**src/design/smvs_pkg.sv**
```systemverilog
// Package for the serial memory verify sequencer.
// Holds field widths, command and phase codes and the beat payload structs.
// No dependencies; every other design file uses it.
package smvs_pkg;

  localparam int ADDR_W      = 17;
  localparam int COUNT_W     = 18;
  localparam int WORD_W      = 16;
  localparam int BYTE_W      = 8;
  localparam int RETRY_W     = 8;
  localparam int ADDR_BITS_DEF = 17;

  localparam logic [RETRY_W-1:0] RETRY_RESET = 8'd3;

  typedef enum logic [1:0] {
    CMD_NONE  = 2'd0,
    CMD_WREN  = 2'd1,
    CMD_WRITE = 2'd2,
    CMD_READ  = 2'd3
  } cmd_t;

  typedef enum logic [4:0] {
    PH_IDLE     = 5'b00001,
    PH_DISPATCH = 5'b00010,
    PH_READ     = 5'b00100,
    PH_WREN     = 5'b01000,
    PH_WRITE    = 5'b10000
  } phase_t;

  typedef struct packed {
    logic               req_type;
    logic               start_read;
    logic               start_write;
    logic [ADDR_W-1:0]  start_address;
    logic [COUNT_W-1:0] start_count;
    logic               buffer_present;
    logic [WORD_W-1:0]  word_in;
    logic [BYTE_W-1:0]  mem_byte;
  } in_item_t;

  typedef struct packed {
    cmd_t               command;
    logic [ADDR_W-1:0]  mem_address;
    logic [BYTE_W-1:0]  mem_data;
    logic               word_out_valid;
    logic [WORD_W-1:0]  word_out;
    logic               word_advance;
    logic               busy_res;
    logic               done_res;
    logic               error;
  } out_item_t;

endpackage

```
**src/design/smvs_if.sv**
```systemverilog
// Valid/ready channel interfaces for the sequencer's input, result and config beats.
// Depends on smvs_pkg for the payload types and widths.
interface smvs_in_if;
  logic               valid;
  logic               ready;
  smvs_pkg::in_item_t payload;
  modport source (output valid, output payload, input ready);
  modport sink (input valid, input payload, output ready);
endinterface

interface smvs_out_if;
  logic                valid;
  logic                ready;
  smvs_pkg::out_item_t payload;
  modport source (output valid, output payload, input ready);
  modport sink (input valid, input payload, output ready);
endinterface

interface smvs_cfg_if;
  logic                             valid;
  logic                             ready;
  logic [smvs_pkg::RETRY_W-1:0]     data;
  modport source (output valid, output data, input ready);
  modport sink (input valid, input data, output ready);
endinterface

```
**src/design/serial_memory_verify_sequencer_core.sv**
```systemverilog
// Top level of the serial memory verify sequencer: input register, step logic, result register.
// Depends on smvs_pkg, smvs_if, smvs_in_stage, smvs_step and smvs_out_stage.
//
//   channel   direction  beat content
//   in_bus    sink       start request or tick, host word, memory byte
//   out_bus   source     command, address, data, read word, status flags
//   cfg_bus   sink       retry limit
//
// Each beat passes the input register, one step of logic and the result register;
// the core takes one beat per cycle when the output is not stalled.
// Reset is synchronous; it clears the state, both registers and sets the retry limit to 3.
// A stalled result holds in the result register while one more beat waits in the input register.
module serial_memory_verify_sequencer_core #(
  parameter int ADDR_BITS = smvs_pkg::ADDR_BITS_DEF
) (
  input  logic        clk,
  input  logic        rst_n,
  smvs_in_if.sink     in_bus,
  smvs_out_if.source  out_bus,
  smvs_cfg_if.sink    cfg_bus
);

  logic [smvs_pkg::RETRY_W-1:0] retry_limit_r;
  logic                         hold_valid;
  logic                         space;
  logic                         take;
  smvs_pkg::in_item_t           item;
  smvs_pkg::out_item_t          res;

  assign cfg_bus.ready = 1'b1;
  assign take          = hold_valid && space;

  always_ff @(posedge clk) begin
    if (!rst_n) begin
      retry_limit_r <= smvs_pkg::RETRY_RESET;
    end else if (cfg_bus.valid && cfg_bus.ready) begin
      retry_limit_r <= cfg_bus.data;
    end
  end

  smvs_in_stage u_in_stage (
    .clk        (clk),
    .rst_n      (rst_n),
    .in_bus     (in_bus),
    .take       (take),
    .hold_valid (hold_valid),
    .item       (item)
  );

  smvs_step #(
    .ADDR_BITS (ADDR_BITS)
  ) u_step (
    .clk         (clk),
    .rst_n       (rst_n),
    .step_en     (take),
    .item        (item),
    .retry_limit (retry_limit_r),
    .res         (res)
  );

  smvs_out_stage u_out_stage (
    .clk     (clk),
    .rst_n   (rst_n),
    .load    (take),
    .res     (res),
    .space   (space),
    .out_bus (out_bus)
  );

endmodule

```
**src/design/smvs_in_stage.sv**
```systemverilog
// Input register of the sequencer: captures one input beat and holds it until taken.
// Depends on smvs_pkg and smvs_in_if.
module smvs_in_stage (
  input  logic               clk,
  input  logic               rst_n,
  smvs_in_if.sink            in_bus,
  input  logic               take,
  output logic               hold_valid,
  output smvs_pkg::in_item_t item
);

  logic               valid_r;
  smvs_pkg::in_item_t item_r;

  assign in_bus.ready = !valid_r || take;
  assign hold_valid   = valid_r;
  assign item         = item_r;

  always_ff @(posedge clk) begin
    if (!rst_n) begin
      valid_r <= 1'b0;
    end else if (in_bus.valid && in_bus.ready) begin
      valid_r <= 1'b1;
    end else if (take) begin
      valid_r <= 1'b0;
    end
  end

  always_ff @(posedge clk) begin
    if (in_bus.valid && in_bus.ready) begin
      item_r <= in_bus.payload;
    end
  end

endmodule

```
**src/design/smvs_step.sv**
```systemverilog
// Sequencer state and the one-step next-state and result logic.
// Depends on smvs_pkg.
module smvs_step #(
  parameter int ADDR_BITS = smvs_pkg::ADDR_BITS_DEF
) (
  input  logic                           clk,
  input  logic                           rst_n,
  input  logic                           step_en,
  input  smvs_pkg::in_item_t             item,
  input  logic [smvs_pkg::RETRY_W-1:0]   retry_limit,
  output smvs_pkg::out_item_t            res
);

  smvs_pkg::phase_t                phase_r, phase_nxt;
  logic                            want_read_r, want_read_nxt;
  logic                            want_write_r, want_write_nxt;
  logic [ADDR_BITS-1:0]            cur_addr_r, cur_addr_nxt;
  logic [smvs_pkg::COUNT_W-1:0]    remaining_r, remaining_nxt;
  logic [smvs_pkg::RETRY_W-1:0]    retry_count_r, retry_count_nxt;
  logic [smvs_pkg::WORD_W-1:0]     read_word_r, read_word_nxt;
  logic [smvs_pkg::BYTE_W-1:0]     write_byte_r, write_byte_nxt;
  logic                            has_buffer_r, has_buffer_nxt;
  logic                            error_r, error_nxt;

  always_comb begin
    logic                       busy;
    logic                       do_next;
    logic [smvs_pkg::RETRY_W:0] tries;
    phase_nxt       = phase_r;
    want_read_nxt   = want_read_r;
    want_write_nxt  = want_write_r;
    cur_addr_nxt    = cur_addr_r;
    remaining_nxt   = remaining_r;
    retry_count_nxt = retry_count_r;
    read_word_nxt   = read_word_r;
    write_byte_nxt  = write_byte_r;
    has_buffer_nxt  = has_buffer_r;
    error_nxt       = error_r;
    res             = '0;
    res.command     = smvs_pkg::CMD_NONE;
    busy            = want_read_r || want_write_r;
    do_next         = 1'b0;
    tries           = {1'b0, retry_count_r} + 1'b1;

    if (item.req_type) begin
      if (!busy && (item.start_read || item.start_write)) begin
        want_read_nxt  = item.start_read;
        want_write_nxt = !item.start_read;
        cur_addr_nxt   = ADDR_BITS'(item.start_address);
        remaining_nxt  = (item.start_count == '0) ? smvs_pkg::COUNT_W'(1) : item.start_count;
        has_buffer_nxt = item.buffer_present;
        phase_nxt      = smvs_pkg::PH_DISPATCH;
      end
    end else if (!busy) begin
      phase_nxt = smvs_pkg::PH_IDLE;
    end else begin
      case (phase_r)
        smvs_pkg::PH_READ: begin
          res.command     = smvs_pkg::CMD_READ;
          res.mem_address = smvs_pkg::ADDR_W'(cur_addr_r);
          if (!want_write_r) begin
            if (!cur_addr_r[0]) begin
              read_word_nxt = {8'h00, item.mem_byte};
            end else begin
              read_word_nxt      = {item.mem_byte, read_word_r[7:0]};
              res.word_out_valid = 1'b1;
              res.word_out       = read_word_nxt;
            end
            do_next = 1'b1;
          end else if (item.mem_byte != write_byte_r) begin
            retry_count_nxt = tries[smvs_pkg::RETRY_W-1:0];
            if (tries < {1'b0, retry_limit}) begin
              want_read_nxt = 1'b0;
            end else begin
              error_nxt      = 1'b1;
              want_read_nxt  = 1'b0;
              want_write_nxt = 1'b0;
              res.done_res   = 1'b1;
            end
          end else begin
            retry_count_nxt = '0;
            want_read_nxt   = 1'b0;
            do_next         = 1'b1;
          end
          if (do_next) begin
            if (remaining_r > smvs_pkg::COUNT_W'(1)) begin
              res.word_advance = has_buffer_r && cur_addr_r[0];
              cur_addr_nxt     = cur_addr_r + 1'b1;
              remaining_nxt    = remaining_r - 1'b1;
            end else begin
              retry_count_nxt = '0;
              remaining_nxt   = '0;
              want_read_nxt   = 1'b0;
              want_write_nxt  = 1'b0;
              res.done_res    = 1'b1;
            end
          end
          phase_nxt = (want_read_nxt || want_write_nxt) ? smvs_pkg::PH_DISPATCH
                                                        : smvs_pkg::PH_IDLE;
        end
        smvs_pkg::PH_WREN: begin
          res.command = smvs_pkg::CMD_WREN;
          if (!has_buffer_r) begin
            write_byte_nxt = '0;
          end else if (cur_addr_r[0]) begin
            write_byte_nxt = item.word_in[15:8];
          end else begin
            write_byte_nxt = item.word_in[7:0];
          end
          phase_nxt = smvs_pkg::PH_WRITE;
        end
        smvs_pkg::PH_WRITE: begin
          res.command     = smvs_pkg::CMD_WRITE;
          res.mem_address = smvs_pkg::ADDR_W'(cur_addr_r);
          res.mem_data    = write_byte_r;
          want_read_nxt   = 1'b1;
          phase_nxt       = smvs_pkg::PH_DISPATCH;
        end
        default: begin
          phase_nxt = want_read_r ? smvs_pkg::PH_READ : smvs_pkg::PH_WREN;
        end
      endcase
    end

    res.busy_res = want_read_nxt || want_write_nxt;
    res.error    = error_nxt;
  end

  always_ff @(posedge clk) begin
    if (!rst_n) begin
      phase_r       <= smvs_pkg::PH_IDLE;
      want_read_r   <= 1'b0;
      want_write_r  <= 1'b0;
      cur_addr_r    <= '0;
      remaining_r   <= '0;
      retry_count_r <= '0;
      read_word_r   <= '0;
      write_byte_r  <= '0;
      has_buffer_r  <= 1'b0;
      error_r       <= 1'b0;
    end else if (step_en) begin
      phase_r       <= phase_nxt;
      want_read_r   <= want_read_nxt;
      want_write_r  <= want_write_nxt;
      cur_addr_r    <= cur_addr_nxt;
      remaining_r   <= remaining_nxt;
      retry_count_r <= retry_count_nxt;
      read_word_r   <= read_word_nxt;
      write_byte_r  <= write_byte_nxt;
      has_buffer_r  <= has_buffer_nxt;
      error_r       <= error_nxt;
    end
  end

endmodule

```
**src/design/smvs_out_stage.sv**
```systemverilog
// Result register of the sequencer: holds one result beat until the sink takes it.
// Depends on smvs_pkg and smvs_out_if.
module smvs_out_stage (
  input  logic                clk,
  input  logic                rst_n,
  input  logic                load,
  input  smvs_pkg::out_item_t res,
  output logic                space,
  smvs_out_if.source          out_bus
);

  logic                valid_r;
  smvs_pkg::out_item_t res_r;

  assign space           = !valid_r || out_bus.ready;
  assign out_bus.valid   = valid_r;
  assign out_bus.payload = res_r;

  always_ff @(posedge clk) begin
    if (!rst_n) begin
      valid_r <= 1'b0;
    end else if (load) begin
      valid_r <= 1'b1;
    end else if (out_bus.ready) begin
      valid_r <= 1'b0;
    end
  end

  always_ff @(posedge clk) begin
    if (load) begin
      res_r <= res;
    end
  end

endmodule

```
**src/flat_wrapper.sv**
```systemverilog
// flat-port wrapper written by rule: the top's interface ports become plain ports
module serial_memory_verify_sequencer_core_flat 
#(
  parameter int ADDR_BITS = smvs_pkg::ADDR_BITS_DEF
)
  (clk, rst_n, in_bus_valid, in_bus_payload, in_bus_ready, out_bus_valid, out_bus_payload, out_bus_ready, cfg_bus_valid, cfg_bus_data, cfg_bus_ready);
  smvs_in_if in_bus_i ();
  smvs_out_if out_bus_i ();
  smvs_cfg_if cfg_bus_i ();
  input  logic clk;
  input  logic rst_n;
  input wire logic [$bits(in_bus_i.valid)-1:0] in_bus_valid;
  input wire logic [$bits(in_bus_i.payload)-1:0] in_bus_payload;
  output wire logic [$bits(in_bus_i.ready)-1:0] in_bus_ready;
  output wire logic [$bits(out_bus_i.valid)-1:0] out_bus_valid;
  output wire logic [$bits(out_bus_i.payload)-1:0] out_bus_payload;
  input wire logic [$bits(out_bus_i.ready)-1:0] out_bus_ready;
  input wire logic [$bits(cfg_bus_i.valid)-1:0] cfg_bus_valid;
  input wire logic [$bits(cfg_bus_i.data)-1:0] cfg_bus_data;
  output wire logic [$bits(cfg_bus_i.ready)-1:0] cfg_bus_ready;
  assign in_bus_i.valid = in_bus_valid;
  assign in_bus_i.payload = in_bus_payload;
  assign in_bus_ready = in_bus_i.ready;
  assign out_bus_valid = out_bus_i.valid;
  assign out_bus_payload = out_bus_i.payload;
  assign out_bus_i.ready = out_bus_ready;
  assign cfg_bus_i.valid = cfg_bus_valid;
  assign cfg_bus_i.data = cfg_bus_data;
  assign cfg_bus_ready = cfg_bus_i.ready;
  serial_memory_verify_sequencer_core #(.ADDR_BITS(ADDR_BITS)) u_core (.clk(clk), .rst_n(rst_n), .in_bus(in_bus_i), .out_bus(out_bus_i), .cfg_bus(cfg_bus_i));
endmodule
```
**config.mk**
```make
export PLATFORM = sky130hd
export DESIGN_NAME = serial_memory_verify_sequencer_core_flat
export DESIGN_NICKNAME = d
export VERILOG_FILES = /design/src/design/smvs_pkg.sv /design/src/design/smvs_if.sv /design/src/design/serial_memory_verify_sequencer_core.sv /design/src/design/smvs_in_stage.sv /design/src/design/smvs_step.sv /design/src/design/smvs_out_stage.sv /design/src/flat_wrapper.sv
export SDC_FILE = /design/constraint.sdc
export NUM_CORES = 1
export LEC_CHECK = 0
export BUFFER_PORTS_ARGS = -buffer_cell sky130_fd_sc_hd__buf_4
export CAP_MARGIN = 0
export CORE_UTILIZATION = 57
export CTS_CLUSTER_DIAMETER = 30
export CTS_CLUSTER_SIZE = 10
export DETAILED_ROUTE_END_ITERATION = 16
export HOLD_SLACK_MARGIN = 0.03
export PLACE_DENSITY = 0.8
export SETUP_SLACK_MARGIN = 0.3
export SYNTH_ARGS = -nofsm -noshare
export SYNTH_HDL_FRONTEND = slang
export SYNTH_SLANG_ARGS = --single-unit
export TNS_END_PERCENT = 5
```
**constraint.sdc**
```tcl
create_clock -name clk -period 4.2 [get_ports clk]
set_input_delay 0.21 -clock clk [delete_from_list [all_inputs] [get_ports clk]]
set_output_delay 0.21 -clock clk [all_outputs]
set_load 0.005 [all_outputs]
```
### After elaboration in Yosys (flattened, before gate mapping)

Index checks and enable logic that the tools add are counted.
W data, S select, Z words.

| word-level totals | value |
|---|---|
| flip-flop bits (word level) | 189 |
| input bits | 76 |
| output and inout bits | 51 |
| word-level logic and storage cells | 154 |

| operators by class | value |
|---|---|
| add/subtract/negate cells | 3 |
| order comparisons | 2 |
| equality and inequality tests | 5 |
| muxes and demuxes | 69 |
| bitwise gates (word level) | 9 |
| reductions and logical operators | 36 |

Operator list:

| cell | number |
|---|---|
| $mux W18 | 7 |
| $mux W17 | 7 |
| $mux W8 | 6 |
| $mux W1 | 41 |
| $gt A18 B1 Y1 const B | 1 |
| $logic_not A18 Y1 | 1 |
| $sub A18 B1 Y18 const B | 1 |
| $add A17 B1 Y17 const B | 1 |
| $mux W5 | 3 |
| $pmux W5 S3 | 1 |
| $reduce_and A6 Y1 | 2 |
| $reduce_bool A2 Y1 | 6 |
| $reduce_or A5 Y1 | 2 |
| $add A8 B1 Y9 const B | 1 |
| $lt A9 B8 Y1 | 1 |
| $not A1 Y1 | 9 |
| $reduce_or A3 Y1 | 3 |
| $ne A8 B8 Y1 | 1 |
| $reduce_and A4 Y1 | 2 |
| $logic_or A1 B1 Y1 | 6 |
| $pmux W2 S3 | 1 |
| $eq A5 B3 Y1 const B | 1 |
| $eq A5 B4 Y1 const B | 1 |
| $eq A5 B5 Y1 const B | 1 |
| other kinds (11) | 18 |

### Logic depth before layout (Yosys ltp)

Gate-level depths: netlist (run 1).

| depth | value |
|---|---|
| depth in word-level cells | 15 |
| gate-level depth with buffers | 12 |
| gate-level depth less buffers | 12 |

### Hierarchy

Synthesis (run 1) repeated with hierarchy kept, for this count alone.

| unflattened totals | value |
|---|---|
| cell total of the unflattened synthesis | 769 |
| area total of the unflattened synthesis | 8531.9 sq um |

Modules (own cells, without submodules):

| module | times used | cells each | area an instance (sq um) | sequential area each (sq um) |
|---|---|---|---|---|
| smvs_step | 1 | 621 | 4778.3 | 1361.3 |
| smvs_in_stage | 1 | 68 | 1949.4 | 1911.8 |
| smvs_out_stage | 1 | 52 | 1490.2 | 1461.4 |
| serial_memory_verify_sequencer_core | 1 | 28 | 314.1 | 160.2 |

### Worst setup path after synthesis (run 1)

OpenSTA, ideal clock, no wires.

| path | value |
|---|---|
| path type | register to register |
| start | register u_core.u_out_stage.valid_r (netlist: u_core.u_out_stage.out_bus.valid) |
| end | register u_core.u_step.remaining_r[15] in the netlist's numbering |
| setup time | 0.079 ns |
| arrival time | 3.105 ns |
| required time | 4.121 ns |
| path slack | 1.016 ns |
| cell stages (with the launch flop) | 11 |
| buffers on the path | 3 |
| period minus slack after synthesis | 3.184 ns |
| cell sequence | dfxtp_1 > nor2b_1 > nand2b_1 > buf_2 > clkinv_1 > and3_1 > buf_2 > o211ai_2 > buf_2 > a21oi_1 > o22ai_1 |

| on the way | value |
|---|---|
| cells in the longest elaborated chain, start to end | 4 |

Ends and longest elaborated chain:

| item | RTL line | RTL |
|---|---|---|
| from (decl) | smvs_out_stage.sv:12 | `logic valid_r;` |
| from (signal assigned) | smvs_out_stage.sv:21 | `valid_r <= 1'b0;` |
| from (signal assigned) | smvs_out_stage.sv:23 | `valid_r <= 1'b1;` |
| from (signal assigned) | smvs_out_stage.sv:25 | `valid_r <= 1'b0;` |
| $logic_not A1 Y1 | smvs_out_stage.sv:15 | `assign space = !valid_r \|\| out_bus.ready;` |
| $logic_or A1 B1 Y1 | smvs_out_stage.sv:15 |  |
| $logic_and A1 B1 Y1 | serial_memory_verify_sequencer_core.sv:31 | `assign take = hold_valid && space;` |
| named net u_core.take | serial_memory_verify_sequencer_core.sv:26 | `logic take;` |
| $reduce_and A5 Y1 (no line) | - |  |
| to (signal assigned) | smvs_step.sv:146 | `remaining_r <= remaining_nxt;` |
| to (decl) | smvs_step.sv:18 | `logic [smvs_pkg::COUNT_W-1:0] remaining_r, remaining_nxt;` |

The timed path passes the listed nets, and every way through them passes these cells.
A chain may end at the register's enable or synchronous reset.

### Worst setup path in the final report (run 1)

| path | value |
|---|---|
| start | register u_core.u_step.retry_count_r[0] in the netlist's numbering |
| end | register u_core.u_step.want_write_r |

| on the way | value |
|---|---|
| cells in the longest elaborated chain, start to end | 13 |

Ends and longest elaborated chain:

| item | RTL line | RTL |
|---|---|---|
| from (decl) | smvs_step.sv:19 | `logic [smvs_pkg::RETRY_W-1:0] retry_count_r, retry_count_nxt;` |
| from (signal assigned) | smvs_step.sv:147 | `retry_count_r <= retry_count_nxt;` |
| $add A8 B1 Y9 * | smvs_step.sv:43 | `tries = {1'b0, retry_count_r} + 1'b1;` |
| $lt A9 B8 Y1 * | smvs_step.sv:72 | `if (tries < {1'b0, retry_limit}) begin` |
| $mux W1 * | smvs_step.sv:72 |  |
| $mux W1 * | smvs_step.sv:70 | `end else if (item.mem_byte != write_byte_r) begin` |
| $mux W1 * | smvs_step.sv:61 | `if (!want_write_r) begin` |
| $mux W1 | smvs_step.sv:86 | `if (remaining_r > smvs_pkg::COUNT_W'(1)) begin` |
| $mux W1 * | smvs_step.sv:85 | `if (do_next) begin` |
| $mux W1 * | smvs_step.sv:57 | `case (phase_r)` |
| $mux W1 * | smvs_step.sv:54 | `end else if (!busy) begin` |
| $mux W1 * | smvs_step.sv:45 | `if (item.req_type) begin` |
| $mux W1 * | smvs_step.sv:57 |  |
| $mux W1 * | smvs_step.sv:54 |  |
| $mux W1 * | smvs_step.sv:45 |  |
| to (signal assigned) | smvs_step.sv:144 | `want_write_r <= want_write_nxt;` |
| to (decl) | smvs_step.sv:16 | `logic want_write_r, want_write_nxt;` |

Every way passes the cells marked *; elsewhere a longest branch is shown, timed or not. The select of a mux whose other input is x is not followed.

==> metrics.csv, run 1 <==
stage;metric;value;unit
run_status;status;finished clean;
global_route;antenna violations before repair;0;
worst_setup_path;critical-path cell list;ha_1 > and2_1 > nand4_1 > and2_1 > or2_2 > ha_1 > nand3_1 > or3_1 > nand3_1 > o21ai_0 > o311a_1;
worst_setup_path;arrival time of the worst setup path;3290;ps
synth;sequential fraction of the synthesis area;58.5;%
global_route;grt ovf;0;
hold_path;hold crit path type;input pin to flip-flop;
route;antenna viol nets, final;0;
synth;Post-synth EDFFs;111;
finish;fraction of layout cells with a size suffix above 1;19.7;%
clocking;clock tree buffer depth;2;
synth;Netlist Area Pre-Place;0.00836;mm2
pwr;combinational power share;9.5;%
worst_setup_path;startpoint types;flip-flop;
clocking;Clock Tree Root;clkbuf_16;
placement;dpl cell area;0.00940;mm2
synth;Main synth FF type;edfxtp_1;
floorplan;Core Rows;43;
global_route;Total GRT Usage;28.4;%
floorplan;die area;0.0152;mm2
finish;Multi-input gate area;0.00322;mm2
global_route;vias in the first global route;6603;
sta;unrepaired setup endpoints after global routing;false;
synth;post-synthesis register bit count;189;
route;residual DRC count;0;
worst_setup_path;WP buf/inv;0;
placement;input/output buffers;125;
sta;max frequency;0.337;GHz
worst_setup_path;CP max stage delay;400;ps
route;Initial DRC Count;695;
pwr;power per cell area;390;mW/mm2
global_route;first-pass GRT wire length;32.7;mm
floorplan;Ports;127;
route;post-DR vias/cell;6.05;
sta;Rel. slew slack;23.6;%
synth;Synth area leader;edfxtp_1;
synth;Syn Area/Cell;10.9;um2
clocking;CTS tree;built;
sta;Tmin final;2960;ps
sta;setup tns final;0;ps
placement;Post-Place Setup Slack;1290;ps
pwr;Flop pwr share;49.5;%
worst_setup_path;Slowest-stage cell, CP;dfxtp_1;
worst_setup_path;crit path kind;flip-flop to flip-flop;
route;DRT Pass-1 Iters;5;
pwr;clock group share of total power;41.0;%
global_route;largest net degree at the start of global routing;70;
clocking;Worst-path clk slew;70;ps
worst_setup_path;Critical Path RT;4520;ps
finish;post-route design area;0.0107;mm2
clocking;cts repair resizes;0;
pwr;Max VDD drop;0.377;mV
placement;post-DP HPWL;13.4;mm
pwr;Leak;4.04;nW
synth;Distinct cells, synth;70;
job;Max-Cap Viols;0;
synth;synth top area cells;edfxtp_1 40%, dfxtp_1 19%, and2_1 3.5%;
clocking;clk sink count;189;
sta;skew final;12.9;ps
finish;most common cell after layout, fill and taps aside;buf_4;
finish;commonest non-fill, non-tap cells in the layout;132 x buf_4, 111 x edfxtp_1, 78 x dfxtp_1;
pwr;Internal;0.00323;W
synth;post-synth top area share;39.9;%
synth;synth warn;0;
finish;filler cell count;912;
pwr;Sw Share;22.8;%
clocking;TritonCTS Buffers;17;
worst_setup_path;Critical Path Sink Type;flip-flop;
synth;Post-synth ARST share;0;%
pwr;Total Power;0.00419;W
route;routed wire length;20.9;mm
finish;area grow syn2layout;28.4;%
sta;final period utilization;70.6;%
floorplan;initial cell density of the core;59.3;%
floorplan;DIE WIDTH;123;um
synth;Mapped Cells;767;
placement;RePlAce Congestion;0.901;
synth;Syn Nets;854;
clocking;CTS H-tree depth;4;
worst_setup_path;CP delay by family, top;simple AND/OR/NAND/NOR gates;
sta;Final WS setup;1240;ps
route;WL per Instance;18.4;um
clocking;clock network latency to the later pin of the worst-skew pair;440;ps
floorplan;Die Span Y;123;um
sta;Slew Limit Fails;0;
finish;Reg area;0.00489;mm2
finish;diode count;0;
finish;Finished Core Util;76.2;%
sta;worst slew pin tran;1140;ps
worst_setup_path;crit-path max FO;6;
floorplan;Core Area;0.0141;mm2
route;via count;6876;
pwr;Net Switching;0.000956;W
finish;NumNets Final;1031;
sta;endpoints failing setup;0;
sta;Hold Vio Cnt, Final;0;
==> path summary, 6_finish.rpt <==
| check | startpoint | to | slack [ps] | cells past startpoint |
|---|---|---|---|---|
| setup / recovery | u_core.u_step.retry_count_r[0] | u_core.u_step.want_write_r | 1240 | 11 |
| hold / removal | cfg_bus_data[2] | u_core.retry_limit_r[2] | 50 | 3 |
| setup reg to reg | u_core.u_step.retry_count_r[0] | u_core.u_step.want_write_r | 1240 | 11 |
| hold reg to reg | u_core.retry_limit_r[0] | u_core.retry_limit_r[0] | 480 | 2 |
==> cells by family after synthesis <==
group	synth area share (%)
simple gates	18.1
flops	58.5
compound gates	13.8
buf+inv	3.05
mux	3.11
xor+xnor	1.68
fa+ha+maj	1.65
other cells	0.0448
==> what timing repair did <==
action,4_1_cts,5_1_grt
endpoints found under the hold margin,71,0
setup endpoints to repair,0,0
hold buffers,71,0
setup buffers,0,0
==> through the flow <==
step                hold slack [ps]  cells
CTS                            30.5   1137
floorplan                       309    767
global placement                388   1034
detailed placement              389   1034
finish                         45.2   1137
global route                   53.2   1137
==> worst register-to-register path: stages, from the launching register on <==
cell and delay, ps:
dfxtp_1 400, ha_1 260, and2_1 200, nand4_1 130, and2_1 210, or2_2 300
ha_1 310, nand3_1 90, or3_1 360, nand3_1 180, o21ai_0 130, o311a_1 290
==> sequential cells by signal (all words and copies together), names as in the netlist, 8 cells and up <==
register                            count
u_core.retry_limit_r                    8
u_core.u_in_stage.item                 63
u_core.u_out_stage.out_bus.payload     48
u_core.u_step.cur_addr_r               17
u_core.u_step.read_word_r               8
u_core.u_step.remaining_r              18
u_core.u_step.retry_count_r             8
u_core.u_step.write_byte_r              8
==> power groups by stage <==
stage | combinational, W | clock, W | sequential, W
global route | 0.000433 | 0.00180 | 0.00208
floorplan | 0.000199 | 0 | 0.00210
CTS | 0.000393 | 0.00172 | 0.00207
finish | 0.000398 | 0.00172 | 0.00208
detailed placement | 0.000338 | 0 | 0.00211
global placement | 0.000331 | 0 | 0.00211
==> layer usage <==
layer,GRT usage (%),part of all wire (%),up-vias
li1,-,-,3208
met1,35.5,41,3334
met2,49.2,51,304
met3,5.81,7.0,30
met4,9.04,1.3,0
met5,0,0,-
==> synthesized netlist by cell type (all sizes together) (4+ instances only) <==
cell      n
a31oi     7
nand2    66
and3      6
a22oi     8
o21ai    19
edfxtp  111
o211ai   18
and2     47
xnor2    14
a21oi    51
a211oi    4
mux2      8
ha       11
o31ai    16
inv      17
dfxtp    78
nor2     60
o22ai     4
clkbuf   31
nor3     12
nand3    39
buf      14
or2       4
mux2i    17
nor4     17
a221oi    6
nand4    12
a32oi     4
o21a      5
nor2b     6
o32ai     4
nand2b    6
==> layout make-up <==
type	instances	area share (%)
timing repair buffer	203	15.8
tap	180	2.10
sequential	189	45.6
clock buffer	18	4.09
clock inverter	14	1.77
inverter	18	0.629
multi-input combinational	515	30.0
No activity file was read; power rests on OpenSTA's default activity.
==> run 2: changes to the inputs <==
--- a/config.mk
+++ b/config.mk
@@ -5,6 +5,7 @@
 export SDC_FILE = /design/constraint.sdc
 export NUM_CORES = 1
 export LEC_CHECK = 0
+export ABC_AREA = 1
 export BUFFER_PORTS_ARGS = -buffer_cell sky130_fd_sc_hd__buf_4
 export CAP_MARGIN = 0
 export CORE_UTILIZATION = 57
==> constraint.sdc (replaced) <==
create_clock -name clk -period 2.8 [get_ports clk]
set_input_delay 0.14 -clock clk [delete_from_list [all_inputs] [get_ports clk]]
set_output_delay 0.14 -clock clk [all_outputs]
set_load 0.005 [all_outputs]
==> run 2 against run 1 <==
- clock skew decreased by 2.1 ps
- combinational power grew 77%
- critical endpoint is now u_core.u_out_stage.out_bus.payload[2]
- critical path type unchanged
- die area rose by 2.5%
==> metrics.csv, run 2 <==
stage;metric;value;unit;change
floorplan;DIE WIDTH;125;um;+1.2%
clocking;Worst-path clk slew;70;ps;about the same
route;residual DRC count;0;;unchanged
sta;worst slew pin tran;854;ps;-290 ps
job;Max-Cap Viols;0;;unchanged
synth;Distinct cells, synth;45;;-36%
worst_setup_path;Slowest-stage cell, CP;dfxtp_4;;
pwr;Leak;4.61;nW;+14%
synth;synth warn;0;;unchanged
synth;largest family of logic cells by synthesized area;simple AND/OR/NAND/NOR gates;;
synth;Post-Synth Simple-Gate Area;21.6;%;+3.5 points
synth;Compound-Gate Fraction of Synth Area;10.4;%;-3.4 points
worst_setup_path;arrival time of the worst setup path;2750;ps;-540 ps
synth;post-synth top area share;38.9;%;-0.98 points
run_status;status;finished clean;;
route;routed wire length;20.1;mm;-4.0%
floorplan;Core Rows;44;;+2.3%
sta;setup tns final;0;ps;unchanged
finish;area grow syn2layout;28.7;%;
finish;NumNets Final;1256;;+22%
synth;Synth Area in Adders;1.61;%;-0.041 points
route;post-DR vias/cell;5.24;;-13%
sta;max frequency;0.389;GHz;+15%
placement;post-DP HPWL;12.5;mm;-6.2%
floorplan;Die Span Y;125;um;+1.2%
global_route;vias in the first global route;7042;;+6.6%
synth;Syn Nets;1056;;+24%
finish;Largest register FFs;63;;unchanged
global_route;grt ovf;0;;unchanged
finish;fraction of layout cells with a size suffix above 1;18.2;%;-1.6 points
finish;commonest non-fill, non-tap cells in the layout;211 x nand2_1, 136 x buf_4, 134 x nor2_1;;
global_route;first-pass GRT wire length;32.9;mm;+0.36%
clocking;CTS tree;built;;
worst_setup_path;Critical Path Sink Type;flip-flop;;
floorplan;Core Area;0.0146;mm2;+3.5%
synth;sequential fraction of the synthesis area;57.1;%;-1.4 points
worst_setup_path;crit-path max FO;5;;-1
worst_setup_path;crit path kind;flip-flop to flip-flop;;
global_route;GR peak layer;met2;;
global_route;M2 GR Usage;47.1;%;-2.1 points
synth;Synth Area in XOR/XNOR;1.94;%;+0.27 points
synth;Mapped Cells;969;;+26%
worst_setup_path;CP max stage delay;360;ps;-40 ps
floorplan;die area;0.0155;mm2;+2.5%
route;Initial DRC Count;545;;-22%
pwr;power per cell area;553;mW/mm2;+42%
global_route;largest net degree at the start of global routing;54;;-23%
synth;Netlist Area Pre-Place;0.00857;mm2;+2.5%
worst_setup_path;critical-path cell list;ha_2 > nand2_1 > nor2_4 > nand3_1 > xor2_1 > inv_1 > ha_4 > nand2_1 > inv_1 > nand3_1 > nor2_1 > nor2_1 > nand2_1 > nand2_1 > nand2_2 > nand2_1 > nand2_1 > nand3_1;;
synth;Main synth FF type;edfxtp_1;;
route;via count;7155;;+4.1%
synth;Post-synth top cells;212 x nand2_1, 135 x nor2_1, 115 x inv_1, 111 x edfxtp_1, 78 x dfxtp_1;;
sta;skew final;10.8;ps;-2.07 ps
finish;Finished Layout Cells;1366;;+20%
sta;Tmin final;2570;ps;-392 ps
worst_setup_path;Critical Path RT;2980;ps;-1540 ps
global_route;M1 GR Usage;31.7;%;-3.8 points
hold_path;hold crit path type;input pin to flip-flop;;
clocking;clock network latency to the later pin of the worst-skew pair;440;ps;about the same
sta;unrepaired setup endpoints after global routing;true;;
placement;input/output buffers;125;;unchanged
pwr;Max VDD drop;0.713;mV;+89%
clocking;clock tree buffer depth;2;;unchanged
clocking;CTS H-tree depth;4;;unchanged
finish;diode count;0;;unchanged
synth;Post-synth ARST share;0;%;unchanged
synth;cell with the most instances after synthesis;nand2_1;;
worst_setup_path;most used cell along the critical path;nand2_1;;
synth;synth top area cells;edfxtp_1 39%, dfxtp_1 18%, nand2_1 9.3%;;
global_route;antenna violations before repair;0;;unchanged
clocking;clk sink count;189;;unchanged
finish;Finished Core Util;75.6;%;-0.55 points
global_route;Total GRT Usage;26.5;%;-1.9 points
synth;post-synthesis register bit count;189;;unchanged
sta;Rel. slew slack;42.9;%;+19 points
sta;Hold Vio Cnt, Final;0;;unchanged
floorplan;Ports;127;;unchanged
placement;dpl cells;1257;;+22%
sta;endpoints failing setup;0;;unchanged
sta;Fin Hold WS;41.6;ps;-3.61 ps
clocking;TritonCTS Buffers;17;;unchanged
finish;filler cell count;1047;;+15%
synth;Synth area leader;edfxtp_1;;
worst_setup_path;startpoint types;flip-flop;;
synth;Syn Area/Cell;8.85;um2;-19%
route;WL per Instance;14.7;um;-20%
finish;most common cell after layout, fill and taps aside;nand2_1;;
placement;RePlAce Congestion;0.888;;-1.4%
synth;multiplexer share of the synthesized area;0;%;-3.1 points
sta;Slew Limit Fails;0;;unchanged
worst_setup_path;Reg2Reg Setup Slack;230;ps;-1010 ps
route;DRT Pass-1 Iters;5;;unchanged
sta;final period utilization;91.9;%;+21 points
clocking;Clock Tree Root;clkbuf_16;;
route;antenna viol nets, final;0;;unchanged
global_route;GR met3 Demand/Resource;5.07;%;-0.74 points
synth;Post-synth EDFFs;111;;unchanged
floorplan;initial cell density of the core;58.8;%;-0.56 points
[run 2: layout make-up]
type | count | area [um2] | area share (%)
clock buffer | 17 | 425 | 3.86
multi-input combinational | 623 | 3080 | 27.9
sequential | 189 | 4900 | 44.4
tap | 184 | 230 | 2.09
inverter | 125 | 472 | 4.27
timing repair buffer | 213 | 1800 | 16.3
clock inverter | 15 | 126 | 1.15
[run 2: power by group]
part	leakage (nW)	internal (W)	switching (W)
logic	2.63	0.000314	0.000391
registers	1.71	0.00306	0.0000528
clock network	0.271	0.00116	0.00112
total	4.61	0.00454	0.00156
[run 2: per-layer routing]
| layer | share of wire (%) | vias to the layer above | wire, um |
|---|---|---|---|
| met4 | 2.1 | 0 | 414 |
| met5 | 0 | - | 0 |
| met2 | 51 | 236 | 10200 |
| li1 | - | 3588 | - |
| met1 | 42 | 3292 | 8410 |
| met3 | 5.5 | 39 | 1100 |
[run 2: per-stage QoR]
step           setup slack, ps  instance area [um2]  total power [W]
2_1_floorplan              498                 8570          0.00353
3_3_place_gp               351                 9680          0.00375
3_5_place_dp               257                 9680          0.00377
4_1_cts                    302                11000          0.00610
5_1_grt                   65.9                11000          0.00632
6_report                   228                11000          0.00610
[run 2: worst max-delay path: cells and delay by family, from the launching register on]
kind                     cells  cell delay, ps
AND/OR/NAND/NOR             13            1120
buffers and inverters        2             170
flip-flops                   1             360
adder cells (fa/ha/maj)      2             460
XOR/XNOR                     1             190
[run 2: repair_timing]
action	CTS	global route
pin swaps	0	3
endpoints found under the hold margin	72	0
hold buffers	76	0
endpoints found under the setup margin	2	29
buffers inserted	0	1
gates resized for setup	1	8
[run 2: cell families (layout without fill, tap and decap cells)]
family          after synthesis  after routing
other cells                   1              1
compound gates              159            159
flops                       189            189
xor+xnor                     19             19
buf+inv                     157            370
fa+ha+maj                    11             11
simple gates                433            433
[run 2: path summary, 6_finish.rpt]
check | from | to | cells past startpoint
setup / recovery | u_core.u_step.retry_count_r[0] | u_core.u_out_stage.out_bus.payload[2] | 18
hold / removal | out_bus_ready | u_core.u_out_stage.out_bus.valid | 4
setup reg to reg | u_core.u_step.retry_count_r[0] | u_core.u_out_stage.out_bus.payload[2] | 18
hold reg to reg | u_core.u_step.retry_count_r[0] | u_core.u_step.retry_count_r[0] | 1
